**src/rtl/art_pkg.sv**
```systemverilog
// ---------------------------------------------------------------------------
// art_pkg
// Shared widths, command codes, state encoding and interface structs for the
// age replacement table.
// ---------------------------------------------------------------------------
package art_pkg;

   // table geometry
   localparam int TABLE_DEPTH = 16;
   localparam int IDX_W       = (TABLE_DEPTH > 1) ? $clog2(TABLE_DEPTH) : 1;

   // field widths
   localparam int CMD_W  = 3;
   localparam int ID_W   = 16;
   localparam int AGE_W  = 16;
   localparam int SLOT_W = 4;

   localparam logic [AGE_W-1:0] AGE_MAX  = '1;
   localparam logic [IDX_W-1:0] LAST_IDX = IDX_W'(TABLE_DEPTH - 1);

   // command codes
   typedef enum logic [CMD_W-1:0] {
      CMD_TICK   = 3'd0,
      CMD_FIND   = 3'd1,
      CMD_OLDEST = 3'd2,
      CMD_INSERT = 3'd3,
      CMD_DELETE = 3'd4,
      CMD_READ   = 3'd5
   } command_type;

   // sequencer states
   typedef enum logic [1:0] {
      ST_IDLE,
      ST_WALK,
      ST_SINGLE,
      ST_FINISH
   } state_type;

   // table write port
   typedef struct packed {
      logic             en;
      logic [IDX_W-1:0] index;
      logic [ID_W-1:0]  owner;
      logic [AGE_W-1:0] age;
   } write_type;

   // one result beat
   typedef struct packed {
      logic              hit;
      logic [SLOT_W-1:0] slot;
      logic [ID_W-1:0]   owner;
      logic [AGE_W-1:0]  age;
   } result_type;

endpackage

```
**src/rtl/art_table.sv**
```systemverilog
// ---------------------------------------------------------------------------
// art_table
// Entry storage: owner id and age per entry, one read port and one write
// port, cleared by reset.
// ---------------------------------------------------------------------------
module art_table (
   input  logic                      clock,
   input  logic                      reset,
   input  logic [art_pkg::IDX_W-1:0] rd_index,
   output logic [art_pkg::ID_W-1:0]  rd_owner,
   output logic [art_pkg::AGE_W-1:0] rd_age,
   input  art_pkg::write_type        wr
);
   import art_pkg::*;

   logic [ID_W-1:0]  owner_ff [TABLE_DEPTH];
   logic [AGE_W-1:0] age_ff   [TABLE_DEPTH];

   // write port, everything free after reset
   always_ff @(posedge clock) begin
      if (reset) begin
         for (int i = 0; i < TABLE_DEPTH; i++) begin
            owner_ff[i] <= '0;
            age_ff[i]   <= '0;
         end
      end else if (wr.en) begin
         owner_ff[wr.index] <= wr.owner;
         age_ff[wr.index]   <= wr.age;
      end
   end

   // read port
   assign rd_owner = owner_ff[rd_index];
   assign rd_age   = age_ff[rd_index];

endmodule

```
**src/rtl/art_seq.sv**
```systemverilog
// ---------------------------------------------------------------------------
// art_seq
// Command sequencer: walks the table one entry per cycle through a shared
// compare / increment unit for tick, find and find_oldest, and does single
// entry work for insert, delete and read.
// ---------------------------------------------------------------------------
module art_seq (
   input  logic                       clock,
   input  logic                       reset,
   input  logic                       req_valid,
   output logic                       req_ready,
   input  logic [art_pkg::CMD_W-1:0]  req_command,
   input  logic [art_pkg::ID_W-1:0]   req_owner_id,
   input  logic [art_pkg::SLOT_W-1:0] req_slot,
   output logic [art_pkg::IDX_W-1:0]  rd_index,
   input  logic [art_pkg::ID_W-1:0]   rd_owner,
   input  logic [art_pkg::AGE_W-1:0]  rd_age,
   output art_pkg::write_type         wr,
   output art_pkg::result_type        res,
   output logic                       res_valid,
   input  logic                       res_take
);
   import art_pkg::*;

   state_type         state_ff, state_in;
   logic [CMD_W-1:0]  cmd_ff;
   logic [ID_W-1:0]   id_ff;
   logic [SLOT_W-1:0] slot_ff;
   logic [IDX_W-1:0]  idx_ff, idx_in;
   result_type        res_ff, res_in;

   logic              accept;
   logic              walk_cmd;
   logic              is_tick, is_find, is_oldest, is_insert, is_delete, is_read;
   logic              match, older, last, in_range, occupied;
   logic [IDX_W-1:0]  slot_idx;

   assign accept = req_valid && req_ready;

   // decode of the incoming and the held command
   assign walk_cmd  = (req_command == CMD_TICK) || (req_command == CMD_FIND) ||
                      (req_command == CMD_OLDEST);
   assign is_tick   = (cmd_ff == CMD_TICK);
   assign is_find   = (cmd_ff == CMD_FIND);
   assign is_oldest = (cmd_ff == CMD_OLDEST);
   assign is_insert = (cmd_ff == CMD_INSERT);
   assign is_delete = (cmd_ff == CMD_DELETE);
   assign is_read   = (cmd_ff == CMD_READ);

   // shared compare unit on the entry being looked at
   assign match    = (rd_owner == id_ff);
   assign older    = (rd_age > res_ff.age);
   assign occupied = (rd_owner != '0);
   assign last     = (idx_ff == LAST_IDX);
   assign in_range = (32'(slot_ff) < 32'(TABLE_DEPTH));
   assign slot_idx = IDX_W'(slot_ff);

   // next state
   always_comb begin
      state_in = state_ff;
      unique case (state_ff)
         ST_IDLE: begin
            if (req_valid) state_in = walk_cmd ? ST_WALK : ST_SINGLE;
         end
         ST_WALK: begin
            if (last || (is_find && match)) state_in = ST_FINISH;
         end
         ST_SINGLE: begin
            state_in = ST_FINISH;
         end
         ST_FINISH: begin
            if (res_take) state_in = ST_IDLE;
         end
         default: state_in = ST_IDLE;
      endcase
   end

   // outputs: handshake, table addressing and writes
   always_comb begin
      req_ready = 1'b0;
      res_valid = 1'b0;
      rd_index  = slot_idx;
      wr        = '0;
      wr.index  = slot_idx;
      unique case (state_ff)
         ST_IDLE: begin
            req_ready = 1'b1;
         end
         ST_WALK: begin
            rd_index = idx_ff;
            // aging, saturating at the top
            wr.en    = is_tick && occupied && (rd_age != AGE_MAX);
            wr.index = idx_ff;
            wr.owner = rd_owner;
            wr.age   = rd_age + AGE_W'(1);
         end
         ST_SINGLE: begin
            wr.en    = (is_insert || is_delete) && in_range;
            wr.owner = is_insert ? id_ff : '0;
            wr.age   = '0;
         end
         ST_FINISH: begin
            res_valid = 1'b1;
         end
         default: ;
      endcase
   end

   // walk index and result accumulator
   always_comb begin
      idx_in = idx_ff;
      res_in = res_ff;
      unique case (state_ff)
         ST_IDLE: begin
            idx_in       = '0;
            res_in       = '0;
            res_in.slot  = (req_command == CMD_FIND) ? '0 : req_slot;
         end
         ST_WALK: begin
            idx_in = idx_ff + IDX_W'(1);
            if (is_find && match) begin
               res_in.hit   = 1'b1;
               res_in.slot  = SLOT_W'(idx_ff);
               res_in.owner = rd_owner;
               res_in.age   = rd_age;
            end else if (is_oldest && ((idx_ff == '0) || older)) begin
               res_in.slot  = SLOT_W'(idx_ff);
               res_in.owner = rd_owner;
               res_in.age   = rd_age;
            end
         end
         ST_SINGLE: begin
            if (in_range && is_insert) begin
               res_in.owner = id_ff;
               res_in.age   = '0;
            end else if (in_range && is_read) begin
               res_in.owner = rd_owner;
               res_in.age   = rd_age;
            end
         end
         default: ;
      endcase
   end

   // control registers
   always_ff @(posedge clock) begin
      if (reset) begin
         state_ff <= ST_IDLE;
      end else begin
         state_ff <= state_in;
      end
   end

   // command capture and datapath registers
   always_ff @(posedge clock) begin
      if (accept) begin
         cmd_ff  <= req_command;
         id_ff   <= req_owner_id;
         slot_ff <= req_slot;
      end
      idx_ff <= idx_in;
      res_ff <= res_in;
   end

   assign res = res_ff;

endmodule

```
**src/rtl/age_replacement_table_top.sv**
```systemverilog
// ---------------------------------------------------------------------------
// age_replacement_table_top
// Table of owner ids with per-entry ages, driven by tick, find, find_oldest,
// insert, delete and read commands, one result beat per command.
// ---------------------------------------------------------------------------
// The block takes one command at a time. tick, find and find_oldest walk the
// table one entry per cycle through a single compare and increment unit, and
// find ends early at its first match. insert, delete and read touch one entry.
// The result sits in an output register, so the next command is taken while a
// finished beat still waits on rsp_ready. The table is cleared by reset in the
// same cycle and is ready right after.
module age_replacement_table_top (
   input  logic                       clock,
   input  logic                       reset,
   input  logic                       req_valid,
   output logic                       req_ready,
   input  logic [art_pkg::CMD_W-1:0]  req_command,
   input  logic [art_pkg::ID_W-1:0]   req_owner_id,
   input  logic [art_pkg::SLOT_W-1:0] req_slot,
   output logic                       rsp_valid,
   input  logic                       rsp_ready,
   output logic                       rsp_hit,
   output logic [art_pkg::SLOT_W-1:0] rsp_slot_out,
   output logic [art_pkg::ID_W-1:0]   rsp_owner_out,
   output logic [art_pkg::AGE_W-1:0]  rsp_age_out
);
   import art_pkg::*;

   logic [IDX_W-1:0] rd_index;
   logic [ID_W-1:0]  rd_owner;
   logic [AGE_W-1:0] rd_age;
   write_type        wr;
   result_type       res;
   logic             res_valid;
   logic             res_take;

   logic             rsp_valid_ff, rsp_valid_in;
   result_type       rsp_ff;

   // entry storage
   art_table u_table (
      .clock    (clock),
      .reset    (reset),
      .rd_index (rd_index),
      .rd_owner (rd_owner),
      .rd_age   (rd_age),
      .wr       (wr)
   );

   // command sequencer
   art_seq u_seq (
      .clock        (clock),
      .reset        (reset),
      .req_valid    (req_valid),
      .req_ready    (req_ready),
      .req_command  (req_command),
      .req_owner_id (req_owner_id),
      .req_slot     (req_slot),
      .rd_index     (rd_index),
      .rd_owner     (rd_owner),
      .rd_age       (rd_age),
      .wr           (wr),
      .res          (res),
      .res_valid    (res_valid),
      .res_take     (res_take)
   );

   // output register takes a result when empty or draining
   assign res_take     = !rsp_valid_ff || rsp_ready;
   assign rsp_valid_in = (res_valid && res_take) || (rsp_valid_ff && !rsp_ready);

   always_ff @(posedge clock) begin
      if (reset) begin
         rsp_valid_ff <= 1'b0;
      end else begin
         rsp_valid_ff <= rsp_valid_in;
      end
   end

   always_ff @(posedge clock) begin
      if (res_valid && res_take) begin
         rsp_ff <= res;
      end
   end

   // result beat
   assign rsp_valid     = rsp_valid_ff;
   assign rsp_hit       = rsp_ff.hit;
   assign rsp_slot_out  = rsp_ff.slot;
   assign rsp_owner_out = rsp_ff.owner;
   assign rsp_age_out   = rsp_ff.age;

endmodule

```
**config.mk**
```make
export PLATFORM = sky130hd
export DESIGN_NAME = age_replacement_table_top
export DESIGN_NICKNAME = d
export VERILOG_FILES = /design/src/rtl/art_pkg.sv /design/src/rtl/art_table.sv /design/src/rtl/art_seq.sv /design/src/rtl/age_replacement_table_top.sv
export SDC_FILE = /design/constraint.sdc
export NUM_CORES = 1
export LEC_CHECK = 0
export BUFFER_PORTS_ARGS = -buffer_cell sky130_fd_sc_hd__buf_2
export CORE_MARGIN = 2
export CORE_UTILIZATION = 42
export CTS_CLUSTER_SIZE = 8
export DETAILED_ROUTE_END_ITERATION = 10
export SYNTH_ARGS = -nofsm -noshare
export SYNTH_HDL_FRONTEND = slang
export SYNTH_SLANG_ARGS = --single-unit
```
**constraint.sdc**
```tcl
create_clock -name clock -period 5.5 [get_ports clock]
set_input_delay 1.1 -clock clock [delete_from_list [all_inputs] [get_ports clock]]
set_output_delay 1.1 -clock clock [all_outputs]
set_load 0.01 [all_outputs]
```
==> results of run 1 <==
-- through the flow --
stage	utilization (%)	setup slack [ps]	power [uW]
5_1_grt	48.8	35.3	14900
3_5_place_dp	45.2	281	9560
4_1_cts	48.7	257	14300
2_1_floorplan	-	382	8290
6_report	48.8	234	14300
3_3_place_gp	45.2	428	9510
-- how the worst min path moves through the flow --
stage,start,to,slack [ps],cells past startpoint
after detailed placement,u_seq.res[26]$_DFFE_PP_,rsp_owner_out[10]$_DFFE_PP_,400,0
after global routing,u_seq.res[36]$_SDFFCE_PN0P_,rsp_hit$_DFFE_PP_,420,0
after CTS,u_seq.res[17]$_DFFE_PP_,rsp_owner_out[1]$_DFFE_PP_,410,0
after global placement,u_seq.res[24]$_DFFE_PP_,rsp_owner_out[8]$_DFFE_PP_,400,0
final,u_seq.res[17]$_DFFE_PP_,rsp_owner_out[1]$_DFFE_PP_,420,0
after floorplan,u_seq.res[36]$_SDFFCE_PN0P_,rsp_hit$_DFFE_PP_,400,0
-- flip-flops by register name (all words and copies together) (netlist names) --
signal,flops
u_seq.idx_ff,4
u_table.age_ff,256
u_seq.cmd_ff,3
u_table.owner_ff,256
rsp_owner_out,16
rsp_valid,1
u_seq.slot_ff,4
u_seq.state_ff,2
u_seq.id_ff,16
rsp_age_out,16
u_seq.res,37
rsp_slot_out,4
rsp_hit,1
-- cells in the final DEF, fill, tap and decap left out, drive strengths merged, types with 4 or more instances in the layout --
cell type  Yosys  routed
o21a           4       4
xnor2          5       5
mux2i         32      32
o22a          13      13
nor2b          5       5
a21o           6       6
inv           28      30
edfxtp       613     613
mux4          54      54
o22ai          8       8
or3b           4       4
o41ai         60      60
a22o          18      18
and3          13      13
a22oi         17      17
a21boi       135     135
and3b          4       4
nor4          11      11
xor2          22      22
nand4         37      37
nor2         534     534
mux2           5       5
and2          23      23
nand2         60      60
nand3b         4       4
nand2b        18      18
nand3         10      10
a21oi        128     128
ha            24      24
buf          112     191
nor3           4       4
clkbuf        82      98
o21ai         10      10
-- where the power goes --
part	switching, uW	total, uW	leakage (uW)	internal [uW]
Sequential	179	5780	0.00632	5600
Clock	1870	4790	0.00115	2920
Combinational	2450	3760	0.00340	1310
-- timing repair --
action                     in CTS  in global routing
gates resized for setup         0                  2
hold buffers                    0                  0
setup endpoints to repair       0                133
-- kinds of logic after synthesis --
group           Yosys count  synth area share, %
flops                   616                 65.8
compound gates          413                 10.3
mux                      91                 5.92
simple gates            737                 11.8
xor+xnor                 27                0.842
buf+inv                 222                 4.29
fa+ha+maj                24                 1.07
-- layout make-up --
type | count | area share, %
clock buffer | 98 | 7.09
clock inverter | 5 | 0.214
inverter | 28 | 0.327
multi-input combinational | 1292 | 26.5
sequential | 616 | 57.4
tap | 864 | 3.36
timing repair buffer | 191 | 5.12
-- layer usage --
| layer | part of all wire (%) | vias up | wire, um |
|---|---|---|---|
| met1 | 41 | 9448 | 32400 |
| met5 | 0 | - | 0 |
| met4 | 2.3 | 0 | 1800 |
| met2 | 48 | 944 | 37700 |
| li1 | - | 8016 | - |
| met3 | 8.8 | 132 | 6920 |
-- critical path: cells and delay by family, from the launching register on --
kind / cells / cell delay (ps)
adder cells (fa/ha/maj): 1 / 250
flip-flops: 1 / 350
AND/OR/NAND/NOR: 6 / 1900
buffers and inverters: 6 / 1330
AO/OA/AOI/OAI: 3 / 1050
==> results.yml, run 1 <==
run_status:
  status: "finished clean"
cts:
  root_buffer: "clkbuf_16"
  cts.clk_slew.worst_paths_ps: 50
  htree_levels: 3
  clk-insertion-delay-late_ps: 620
  cts_tree: "built"
  clock_sinks: 616
  cts_buffers: 87
  cts_setup_buffers: 0
  clk_path_buf_depth: 3
logic_synthesis:
  synth_most_common_cell: "edfxtp_1"
  syn_inst: 2130
  synth.distinct_cells: 67
  synth_area_leader_cell: "edfxtp_1"
  yosysWarningCount: 0
  synth_ff_type: "edfxtp_1"
  avgSynthCellArea_um2: 13.2
  synth_edf_count: 613
  ys_ff_latch: 616
  synth-async-reset-ratio_pct: 0
  synth_nets: 2181
  synth_area_leaders: "edfxtp_1, nor2_1, a21boi_0"
  netlist.area_leader.share_pct: 65.5
  mappedNetlistArea_um2: 28100
  yosysSeqAreaShare_pct: 65.8
  synth_top_cells_by_count: "edfxtp_1, nor2_1, a21boi_0"
worst_hold_path:
  hold_path_class: "reg2reg"
timing:
  slew_viol_final: 0
  setup_violations: 0
  rsz0062_at_grt: "false"
  final.setup.tns_ps: 0
  hold_ws_ps: 415
  timing.final.crit_share_pct: 95.7
  fin_skew_ps: 21.5
  finalHoldViolCount: 0
  relSlewSlack_pct: 17.0
  max_clock_freq_ghz: 0.190
  min_period_ps: 5270
  worst_pin_slew_ps: 1240
final_layout:
  area_growth_pct: 14.6
  layout-drive-gt1-share_pct: 17.1
  regArea_um2: 18500
  multiInputGateArea_um2: 8530
  instances_no_fill: 3094
  final_nets: 2267
  num-fill-cells: 5652
  design_area_um2: 32200
  antennaDiodeCount: 0
routing:
  final_antenna_net_count: 0
  drc: 0
  routed_via_density: 5.99
  dr.first_iter.drc_count: 1936
  finalWirelength_um: 78800
  routedWlPerCell_um: 25.5
  num_vias: 18540
  first_pass_iters: 5
global_route:
  met2_usage_pct: 37.0
  grt_pass1_wl_um: 118000
  gr-usage-all-layers_pct: 22.7
  grt-ovfl-total: 0
  grtUsageMet1_pct: 31.2
  antenna_found_initial: 1
  busiest_layer: "met2"
  grt_max_degree: 66
  grt_pass1_vias: 18517
  use_met3_pct: 3.79
setup_path:
  required_ps: 5830
  cp_max_fo: 44
  crit_chain: "inv_1, ha_1, buf_4, buf_4, nand3_2, buf_12, a21boi_0, o41ai_2, nand4_1, nor4_1, nand4_1, a41o_1, buf_12, nand4_1, buf_4, nor2_1"
  cp.arrival_ps: 5600
  critPathCapture: "u_table.age_ff[13][9]$_SDFFCE_PN0P_"
  setup.worst_path.end_class: "flip-flop"
  worst_path_max_delay_cell: "o41ai_2"
  crit_start: "u_seq.state_ff[1]$_SDFFE_PP0P_"
  critPathMaxStageDelay_ps: 610
  rr_endpoint: "u_table.age_ff[13][9]$_SDFFCE_PN0P_"
  r2r-start: "u_seq.state_ff[1]$_SDFFE_PP0P_"
  path_class: "reg2reg"
  r2r_setup_slack_ps: 230
  start_kind: "flip-flop"
  ff2ff_path_depth: 16
die:
  die_y_um: 263
  pin_count: 66
  core_area_um2: 66000
  die_x_um: 263
  core.rowCount: 94
  initial_core_util_pct: 42.6
  dieArea_um2: 68900
run:
  maxCapViolCount: 0
power_and_ir_drop:
  powerDensity_nw_per_um2: 445
  irDropWorstVdd_uv: 252
  p_leak_uw: 0.0109
placement:
  port_buffers: 65
  dp.cells: 2991
  post_dp_cell_area_um2: 29800
  detailed_place_hpwl_um: 48600
  gp_routability_congestion: 0.881
(Power assumes the default switching activity.)
==> inputs of run 2 (changes only) <==
--- a/config.mk
+++ b/config.mk
@@ -12,4 +12,5 @@
 export DETAILED_ROUTE_END_ITERATION = 10
 export SYNTH_ARGS = -nofsm -noshare
 export SYNTH_HDL_FRONTEND = slang
+export SYNTH_HIERARCHICAL = 1
 export SYNTH_SLANG_ARGS = --single-unit
==> results.yml, run 2 <==
worst_hold_path:
  hold_path_class: "reg2reg"
routing:
  drc: 0
  num_vias: 15544
  first_pass_iters: 5
  finalWirelength_um: 68600
  routedWlPerCell_um: 24.6
  dr.first_iter.drc_count: 1348
  final_antenna_net_count: 0
  routed_via_density: 5.57
setup_path:
  path_class: "reg2reg"
  path_buf_inv: 3
  start_kind: "flip-flop"
  worst_path_max_delay_cell: "or2_2"
  critPathMaxStageDelay_ps: 700
  cp_max_fo: 32
  crit_chain: "inv_1, ha_2, buf_4, mux2_2, and2_1, buf_4, a22oi_1, nand2_1, nand3_1, nor3_1, and3_1, nand3_1, a41o_1, or4b_4, nor2_4, or2_2"
  required_ps: 5720
  path_delay_family: "simple AND/OR/NAND/NOR gates"
  cp.arrival_ps: 5470
  setup.worst_path.end_class: "flip-flop"
global_route:
  grt_max_degree: 48
  antenna_found_initial: 1
  grt_pass1_wl_um: 104000
  grt_pass1_vias: 15991
  gr-usage-all-layers_pct: 20.5
  grt-ovfl-total: 0
timing:
  max_clock_freq_ghz: 0.191
  timing.final.crit_share_pct: 95.4
  final.setup.tns_ps: 0
  fin_skew_ps: 34.0
  worst_pin_slew_ps: 1130
  slew_viol_final: 0
  relSlewSlack_pct: 24.5
  finalHoldViolCount: 0
  hold_ws_ps: 409
  setup_violations: 0
  rsz0062_at_grt: "false"
  min_period_ps: 5240
final_layout:
  layout-drive-gt1-share_pct: 23.8
  final_nets: 1962
  final_util_pct: 48.6
  final_common_cell: "edfxtp_1"
  num-fill-cells: 5558
  area_growth_pct: 14.6
  layout_common_cells: "edfxtp_1, and2_1, mux4_2, buf_4, clkbuf_16"
cts:
  clock_sinks: 616
  htree_levels: 3
  clk_path_buf_depth: 3
  root_buffer: "clkbuf_16"
  cts.hold.buffers_added: 0
  cts.clk_slew.worst_paths_ps: 50
  clk-insertion-delay-late_ps: 630
  cts_tree: "built"
  cts_buffers: 86
power_and_ir_drop:
  finalPower_uw: 14000
  irDropWorstVdd_uv: 242
  powerDensity_nw_per_um2: 439
  p_leak_uw: 0.0117
logic_synthesis:
  yosysWarningCount: 6
  mappedNetlistArea_um2: 27900
  synth_edf_count: 613
  synth_xor_area_share_pct: 0.974
  synth.mux.area_fraction_pct: 10.5
  synth_area_leaders: "edfxtp_1, and2_1, mux4_2"
  yosysSeqAreaShare_pct: 66.2
  synth_top_family_by_area: "simple AND/OR/NAND/NOR gates"
  netlist.area_leader.share_pct: 66.0
  synth_most_common_cell: "edfxtp_1"
  synth-async-reset-ratio_pct: 0
  synth-simple-area-share_pct: 15.2
  avgSynthCellArea_um2: 15.5
  synth_nets: 1847
  synth_top_cells_by_count: "edfxtp_1, and2_1, mux4_2"
  synthAdderAreaFrac_pct: 1.08
  syn_inst: 1796
  synth_ff_type: "edfxtp_1"
  synth_compound_area_share_pct: 3.53
  synth_area_leader_cell: "edfxtp_1"
  ys_ff_latch: 616
  synth.distinct_cells: 56
die:
  die_y_um: 262
  core_area_um2: 65700
  core.rowCount: 94
  initial_core_util_pct: 42.4
  die_x_um: 262
  pin_count: 66
  dieArea_um2: 68500
placement:
  detailed_place_hpwl_um: 44800
  port_buffers: 65
  gp_routability_congestion: 0.849
run:
  maxCapViolCount: 0
run_status:
  status: "finished clean"
-- run 2: what timing repair did --
item / in CTS / in global routing
buffers inserted: 0 / 0
endpoints found under the hold margin: 0 / 0
endpoints found under the setup margin: 0 / 82
gates resized for setup: 0 / 1
-- run 2: per-layer routing --
layer	global-route usage, %	wire [um]	up-vias	share of wire [%]
met3	3.49	4930	84	7.2
met2	31.2	31500	554	46
li1	-	-	6844	-
met4	6.09	1300	0	1.9
met1	30.3	30900	8062	45
met5	0	0	-	0
-- run 2: cell type report --
cell class              instances  area [um^2]  share of cell area [%]
diodes                          1         2.50                 0.00783
clock buffers                  95         2190                    6.84
clock inverters                 7         95.1                   0.298
inverters                      29          109                   0.341
multi-input cells            1013         8840                    27.7
flip-flops and latches        616        18500                    57.8
well taps                     864         1080                    3.38
repair buffers                165         1160                    3.64
-- run 2: report_power, final --
group / switching (uW) / internal [uW]
clock: 1870 / 2770
combinational: 2150 / 1420
sequential: 161 / 5640
-- run 2: through the flow --
step / worst slack (ps) / cell area (um^2) / instances
3_5_place_dp: 281 / 29600 / 2686
4_1_cts: 250 / 31900 / 2788
2_1_floorplan: 167 / 27900 / 1796
6_report: 255 / 31900 / 2790
5_1_grt: 11.2 / 31900 / 2789
3_3_place_gp: 326 / 29600 / 2686
-- run 2: cells by family (layout without fill, tap and decap cells) --
family	Yosys count	count (layout)
buffers and inverters	168	296
other	0	1
AOI/OAI and AO/OA	131	131
xor gates and xnor gates	31	31
and+or+nand+nor	693	693
muxes	133	134
adders and majority gates	24	24
DFF	616	616
-- run 2: path summary, 6_finish.rpt --
check | startpoint | endpoint | slack (ps) | depth (start not counted)
setup reg to reg | u_seq/state_ff[1]$_SDFFE_PP0P_ | u_table/age_ff[2][6]$_SDFFCE_PN0P_ | 260 | 16
hold reg to reg | u_seq/res[26]$_DFFE_PP_ | rsp_owner_out[10]$_DFFE_PP_ | 410 | 0
setup / recovery | u_seq/state_ff[1]$_SDFFE_PP0P_ | u_table/age_ff[2][6]$_SDFFCE_PN0P_ | 260 | 16
hold / removal | u_seq/res[26]$_DFFE_PP_ | rsp_owner_out[10]$_DFFE_PP_ | 410 | 0
